## src/rtl/prc_pkg.sv

```systemverilog
// ----------------------------------------------------------------------------
// prc_pkg
// Types, constants and helpers shared by the parameter record checker.
// ----------------------------------------------------------------------------
package prc_pkg;

  // Record layout
  localparam int unsigned RecBytes = 32;
  localparam int unsigned CrcBytes = 24;
  localparam int unsigned PosW     = 6;

  localparam logic [31:0] CrcInit    = 32'hFFFF_FFFF;
  localparam logic [31:0] CrcPoly    = 32'hEDB8_8320;
  localparam logic [31:0] RecMagic   = 32'h3150_4656;
  localparam logic [15:0] RecVersion = 16'h0001;
  localparam logic [15:0] RecSize    = 16'd32;
  localparam logic [15:0] CommitA    = 16'h5AA5;
  localparam logic [15:0] CommitB    = 16'hA55A;

  // Configuration register indexes
  localparam int unsigned CfgIdxW = 4;
  localparam int unsigned CfgDataW = 16;
  localparam logic [CfgIdxW-1:0] CfgMaxFreq = 4'd0;
  localparam logic [CfgIdxW-1:0] CfgMinTemp = 4'd1;
  localparam logic [CfgIdxW-1:0] CfgMaxTemp = 4'd2;
  localparam logic [CfgIdxW-1:0] CfgMaxMode = 4'd3;

  typedef enum logic [2:0] {
    StOk           = 3'd0,
    StBadFormat    = 3'd1,
    StNotCommitted = 3'd2,
    StCrcError     = 3'd3,
    StBadParam     = 3'd4
  } status_e;

  // Parameter limits
  typedef struct packed {
    logic        [15:0] max_freq;
    logic signed [15:0] min_temp;
    logic signed [15:0] max_temp;
    logic        [7:0]  max_mode;
  } limits_t;

  // One result item
  typedef struct packed {
    status_e            status;
    logic        [15:0] frequency;
    logic signed [15:0] temperature;
    logic        [7:0]  mode;
    logic        [31:0] generation;
  } result_t;

  // Reflected CRC-32, one byte
  function automatic logic [31:0] crc_byte(input logic [31:0] crc, input logic [7:0] b);
    logic [31:0] c;
    c = crc ^ {24'd0, b};
    for (int i = 0; i < 8; i++) begin
      c = c[0] ? ((c >> 1) ^ CrcPoly) : (c >> 1);
    end
    return c;
  endfunction

  // Expected value of a fixed header or commit byte
  function automatic logic [7:0] fixed_byte(input logic [4:0] pos);
    logic [7:0] v;
    unique case (pos)
      5'd0:    v = RecMagic[7:0];
      5'd1:    v = RecMagic[15:8];
      5'd2:    v = RecMagic[23:16];
      5'd3:    v = RecMagic[31:24];
      5'd4:    v = RecVersion[7:0];
      5'd5:    v = RecVersion[15:8];
      5'd6:    v = RecSize[7:0];
      5'd7:    v = RecSize[15:8];
      5'd28:   v = CommitA[7:0];
      5'd29:   v = CommitA[15:8];
      5'd30:   v = CommitB[7:0];
      default: v = CommitB[15:8];
    endcase
    return v;
  endfunction

endpackage

```

## src/rtl/prc_track.sv

```systemverilog
// ----------------------------------------------------------------------------
// prc_track
// Per-record state: CRC, field capture, header/commit/padding checks, and the
// status decision made on the last byte.
// ----------------------------------------------------------------------------
module prc_track import prc_pkg::*; (
  input  logic          clk_i,
  input  logic          rst_ni,
  input  logic          take_i,
  input  logic [7:0]    byte_i,
  input  logic          last_i,
  input  limits_t       limits_i,
  output result_t       result_o
);

  logic [PosW-1:0] pos_q, pos_d;
  logic [31:0]     crc_q, crc_d;
  logic            header_q, header_d;
  logic            pad_q, pad_d;
  logic            commit_q, commit_d;
  logic [31:0]     gen_q, comp_q, check_q;
  logic [15:0]     freq_q, temp_q;
  logic [7:0]      mode_q;

  logic            in_rec;
  logic            is_fixed;
  logic            fixed_ok;
  logic            in_commit;
  logic            commit_ok;
  logic            is_short;
  logic            limit_bad;
  status_e         status;

  assign in_rec    = pos_q < PosW'(RecBytes);
  assign fixed_ok  = byte_i == fixed_byte(pos_q[4:0]);
  assign is_fixed  = pos_q < PosW'(8);
  assign in_commit = in_rec && (pos_q >= PosW'(28));

  // Running flags and position
  always_comb begin
    pos_d    = pos_q;
    crc_d    = crc_q;
    header_d = header_q;
    pad_d    = pad_q;
    commit_d = commit_q;
    if (take_i) begin
      if (last_i) begin
        pos_d    = '0;
        crc_d    = CrcInit;
        header_d = 1'b1;
        pad_d    = 1'b1;
        commit_d = 1'b1;
      end else if (in_rec) begin
        pos_d = pos_q + PosW'(1);
        if (pos_q < PosW'(CrcBytes)) crc_d = crc_byte(crc_q, byte_i);
        if (is_fixed && !fixed_ok) header_d = 1'b0;
        if (pos_q >= PosW'(21) && pos_q < PosW'(24) && byte_i != 8'd0) pad_d = 1'b0;
        if (in_commit && !fixed_ok) commit_d = 1'b0;
      end
    end
  end

  always_ff @(posedge clk_i or negedge rst_ni) begin
    if (!rst_ni) begin
      pos_q    <= '0;
      crc_q    <= CrcInit;
      header_q <= 1'b1;
      pad_q    <= 1'b1;
      commit_q <= 1'b1;
    end else begin
      pos_q    <= pos_d;
      crc_q    <= crc_d;
      header_q <= header_d;
      pad_q    <= pad_d;
      commit_q <= commit_d;
    end
  end

  // Field capture; every lane is written before a full record is judged
  always_ff @(posedge clk_i) begin
    if (take_i && in_rec) begin
      if (pos_q >= PosW'(8) && pos_q < PosW'(12)) gen_q[{pos_q[1:0], 3'b000} +: 8] <= byte_i;
      if (pos_q >= PosW'(12) && pos_q < PosW'(16)) comp_q[{pos_q[1:0], 3'b000} +: 8] <= byte_i;
      if (pos_q >= PosW'(24) && pos_q < PosW'(28)) check_q[{pos_q[1:0], 3'b000} +: 8] <= byte_i;
      if (pos_q == PosW'(16)) freq_q[7:0]  <= byte_i;
      if (pos_q == PosW'(17)) freq_q[15:8] <= byte_i;
      if (pos_q == PosW'(18)) temp_q[7:0]  <= byte_i;
      if (pos_q == PosW'(19)) temp_q[15:8] <= byte_i;
      if (pos_q == PosW'(20)) mode_q       <= byte_i;
    end
  end

  // Decision on the last byte; only the commit flag and position still move
  assign is_short  = pos_q < PosW'(RecBytes - 1);
  assign commit_ok = commit_q && !(in_commit && !fixed_ok);
  assign limit_bad = (freq_q > limits_i.max_freq) ||
                     ($signed(temp_q) < limits_i.min_temp) ||
                     ($signed(temp_q) > limits_i.max_temp) ||
                     (mode_q > limits_i.max_mode);

  always_comb begin
    priority if (is_short)                        status = StBadFormat;
    else if (!commit_ok)                          status = StNotCommitted;
    else if (!header_q)                           status = StBadFormat;
    else if ((gen_q ^ comp_q) != 32'hFFFF_FFFF)   status = StBadFormat;
    else if ((crc_q ^ CrcInit) != check_q)        status = StCrcError;
    else if (!pad_q)                              status = StBadParam;
    else if (limit_bad)                           status = StBadParam;
    else                                          status = StOk;
  end

  always_comb begin
    result_o.status = status;
    if (status == StOk) begin
      result_o.frequency   = freq_q;
      result_o.temperature = $signed(temp_q);
      result_o.mode        = mode_q;
      result_o.generation  = gen_q;
    end else begin
      result_o.frequency   = '0;
      result_o.temperature = '0;
      result_o.mode        = '0;
      result_o.generation  = '0;
    end
  end

endmodule

```

## config.mk

```make
export PLATFORM = sky130hd
export DESIGN_NAME = prc_track
export DESIGN_NICKNAME = d
export VERILOG_FILES = /design/src/rtl/prc_pkg.sv /design/src/rtl/prc_track.sv
export SDC_FILE = /design/constraint.sdc
export NUM_CORES = 1
export LEC_CHECK = 0
export BUFFER_PORTS_ARGS = -buffer_cell sky130_fd_sc_hd__buf_2
export CORE_ASPECT_RATIO = 0.5
export CORE_MARGIN = 2
export CORE_UTILIZATION = 39
export DETAILED_ROUTE_END_ITERATION = 7
export GPL_ROUTABILITY_DRIVEN = 0
export GPL_TIMING_DRIVEN = 0
export PLACE_DENSITY = 0.62
export SETUP_SLACK_MARGIN = 0.2
export SLEW_MARGIN = 0
export SYNTH_ARGS = -nofsm -noshare
export SYNTH_HDL_FRONTEND = slang
export SYNTH_SLANG_ARGS = --single-unit
```

## constraint.sdc

```tcl
create_clock -name clk_i -period 3.1 [get_ports clk_i]
set_input_delay 0.465 -clock clk_i [delete_from_list [all_inputs] [get_ports clk_i]]
set_output_delay 0.465 -clock clk_i [all_outputs]
set_load 0.02 [all_outputs]
```

==> impl_metrics.toml <==
[outcome]
status = "finished with violations"
violations = "setup timing"

[critical_path]
worst_ep_arrival_time_ns = 3.37
critical_path.endpoint_type = "output pin"
crit_path_start_kind = "flop"
critPathKind = "reg2out"
timing.critical_path.required_ns = 2.63
cp_max_fo = 10

[global_routing]
grt_pass1_wl_um = 45730
grt_overflow = 0
grt.total_usage_pct = 21.12
grt_antenna_before_repair = 0
grt_pass1_vias = 7884
largest_net_degree_at_the_start_of_global_routing = 42

[clock_tree]
clock_latency_of_the_later_clocked_register_in_the_worst_skew_pair_ns = 0.44
cts_tree = "yes"
clock_transition_at_path_regs_ns = 0.07
cts_num_sinks = 177
clk_path_buf_depth = 2
postCtsHoldBufs = 0
ctsRootBufferMaster = "sky130_fd_sc_hd__clkbuf_16"
cts_made_buffers = 17
cts-htree-levels = 4

[sta]
final-setup-viol-count = 75
skew_ns = 0.009498
fin_crit_sh_pct = 123.8
maxClockFrequency_mhz = 260.5
fin_crit_ns = 3.839
slew_headroom_pct = 27.59
grt_setup_unrepaired = "yes"
final_critical_path_setup_slack_ns = -0.7390
totalNegativeSetupSlack_ns = -47.64
final-max-slew-violation-count = 0
worst-slew-pin-transition_ns = 1.084
hold-worst-slack_ns = 0.1892
report.final.hold_viol_count = 0

[yosys]
ys_types = 61
ys_async_sr_fraction_pct = 23.16
synthesis.nets = 1033
mapped_area_um2 = 10690
gate_count_post_synth = 902
ranking_of_synthesized_cells_by_area = "sky130_fd_sc_hd__edfxtp_1 38%, sky130_fd_sc_hd__xnor2_1 9.3%, sky130_fd_sc_hd__dfstp_2 8.6%, sky130_fd_sc_hd__nor4_2 7.6%, sky130_fd_sc_hd__ha_1 7.4%"
yosysTopAreaCellShare_pct = 38.21
postSynthRegisterBits = 177
post_synthesis_sequential_area_ratio_pct = 48.22
commonest_register_cell_after_synthesis = "sky130_fd_sc_hd__edfxtp_1"
synth_top_area_cell = "sky130_fd_sc_hd__edfxtp_1"
synth_enable_flop_cells = 136
avgSynthCellArea_um2 = 11.85
yosysWarnings = 0

[detailed_routing]
drt-total-wl_um = 29330
drtPass1Iterations = 5
vias = 7553
drc = 0
dr.first_iter.drc_count = 439
drt-vias-per-instance = 5.216
routed_wire_length_per_instance_um = 20.25
ant_nets = 0

[flow_run]
max_cap_violations = 0

[die]
design.core.area_um2 = 26700
starting_density_pct = 40.04
die_width_um = 238.1
die-height_um = 121.1
top_level_ports = 143
dieArea_um2 = 28830
fp-row-count = 42

[power_and_ir_drop]
finalPower_mw = 7.949
cellPowerDensity_nw_per_um2 = 585.7
leakagePower_nw = 5.255
power.ir.vdd_worst_uv = 438.3

[finish]
multi_input_comb_area_um2 = 5509
layout.cells.most_common = "sky130_fd_sc_hd__edfxtp_1"
register_area_um2 = 5157
area_growth_syn_to_layout_pct = 26.97
fin_nets = 1215
drive_above_1_share_pct = 32.94
num_antenna_cells = 0
mostFrequentLayoutCells = "136 x sky130_fd_sc_hd__edfxtp_1, 134 x sky130_fd_sc_hd__inv_1, 114 x sky130_fd_sc_hd__xnor2_1, 91 x sky130_fd_sc_hd__buf_4, 75 x sky130_fd_sc_hd__nor4_4"
num-fill-cells = 2324
finish.utilization_pct = 50.83
layout.cells.non_filler = 1448

[worst_hold_path]
worst_hold_path_type = "in2async"

[placed_design]
post_detail_place_hpwl_um = 21990
numPortBuffers = 142
dp_cells = 1396
## worst paths after layout
| kind | endpoint | depth (start not counted) | slack, ns | from |
|---|---|---|---|---|
| worst max-delay path | result_o[10] | 13 | -0.74 | pos_q[0] |
| worst min-delay path | pos_q[5] | 1 | 0.19 | rst_ni |
| worst max register to register | commit_q | 12 | 0.55 | pos_q[0] |
| worst min register to register | pad_q | 2 | 0.50 | pad_q |
| max in group asynchronous | pos_q[0] | 1 | 2.28 | rst_ni |
| min in group clk_i | mode_q[6] | 1 | 0.33 | byte_i[6] |
## worst max-delay path: stages, from the launching register on
cell and delay [ns]:
sky130_fd_sc_hd__dfrtp_2 0.46, sky130_fd_sc_hd__inv_4 0.09, sky130_fd_sc_hd__ha_4 0.19, sky130_fd_sc_hd__buf_6 0.11, sky130_fd_sc_hd__and4_1 0.15, sky130_fd_sc_hd__clkbuf_8 0.15, sky130_fd_sc_hd__o31a_1 0.26, sky130_fd_sc_hd__nor4_4 0.32
sky130_fd_sc_hd__o2111a_2 0.28, sky130_fd_sc_hd__o2111ai_4 0.13, sky130_fd_sc_hd__buf_12 0.19, sky130_fd_sc_hd__buf_12 0.16, sky130_fd_sc_hd__nor4_4 0.26, sky130_fd_sc_hd__buf_4 0.18
## registers in the layout, indices dropped and copies added (netlist names)
name and flops:
comp_q 32, gen_q 32, pos_q 6, temp_q 16, pad_q 1, check_q 32
commit_q 1, crc_q 32, mode_q 8, freq_q 16, header_q 1
## layer usage
metal  GRT usage, %  up-vias  share of wire [%]
li1               -     3597                  -
met1          28.48     3736                 45
met2          35.60      188                 49
met3          3.594       32                4.5
met4          5.273        0                1.4
met5              0        -                  0
## area by class of cell
type	count	area share (%)
Inverter	136	3.799
Timing Repair Buffer	163	8.049
Clock buffer	17	3.135
Buffer	39	2.102
Multi-Input combinational cell	550	40.60
Sequential cell	177	38.00
Clock inverter	14	1.070
Tap cell	352	3.245
## report_power, final
part	switching (mW)	internal [mW]	leakage [nW]	total, mW
Sequential	0.231	2.86	1.72	3.09
Combinational	1.40	1.33	3.26	2.73
Clock	0.998	1.13	0.277	2.13
## kinds of logic (layout without fill, tap and decap cells)
logic type	count (synthesis)	in the layout	share of synthesized area (%)
simple gates	243	243	18.36
flops	177	177	48.22
buf+inv	175	369	6.825
xor+xnor	135	135	11.55
compound gates	106	106	7.376
fa+ha+maj	63	63	7.375
mux	3	3	0.2927
## metrics by stage
step,setup slack (ns),instance area [um2]
global placement,-1.144,12480
CTS,-0.7453,13500
detailed placement,-1.109,12480
finish,-0.7390,13570
global route,-0.8369,13570
floorplan,-0.2047,11330
## what timing repair did
item                       in CTS  in global routing
pin swaps                       8                  3
setup endpoints to repair      75                 75
resized for setup              96                 12
buffers inserted               18                  3
cloned                          0                  0
## cell usage after synthesis (all sizes together), types with 4 or more instances
cell    count
edfxtp    136
xnor2     120
a211oi      6
ha         63
nor2       15
dfstp      35
nand3       9
and2       49
xor2       15
nor3b       5
a21oi      21
inv       136
buf        14
nor3        9
dfrtp       6
nor4       96
nand2      17
clkbuf     25
o31ai       4
nor2b       5
a21o        5
nand4      16
o21ai      13
o22a       32
No activity file was read; power rests on OpenSTA's default activity.
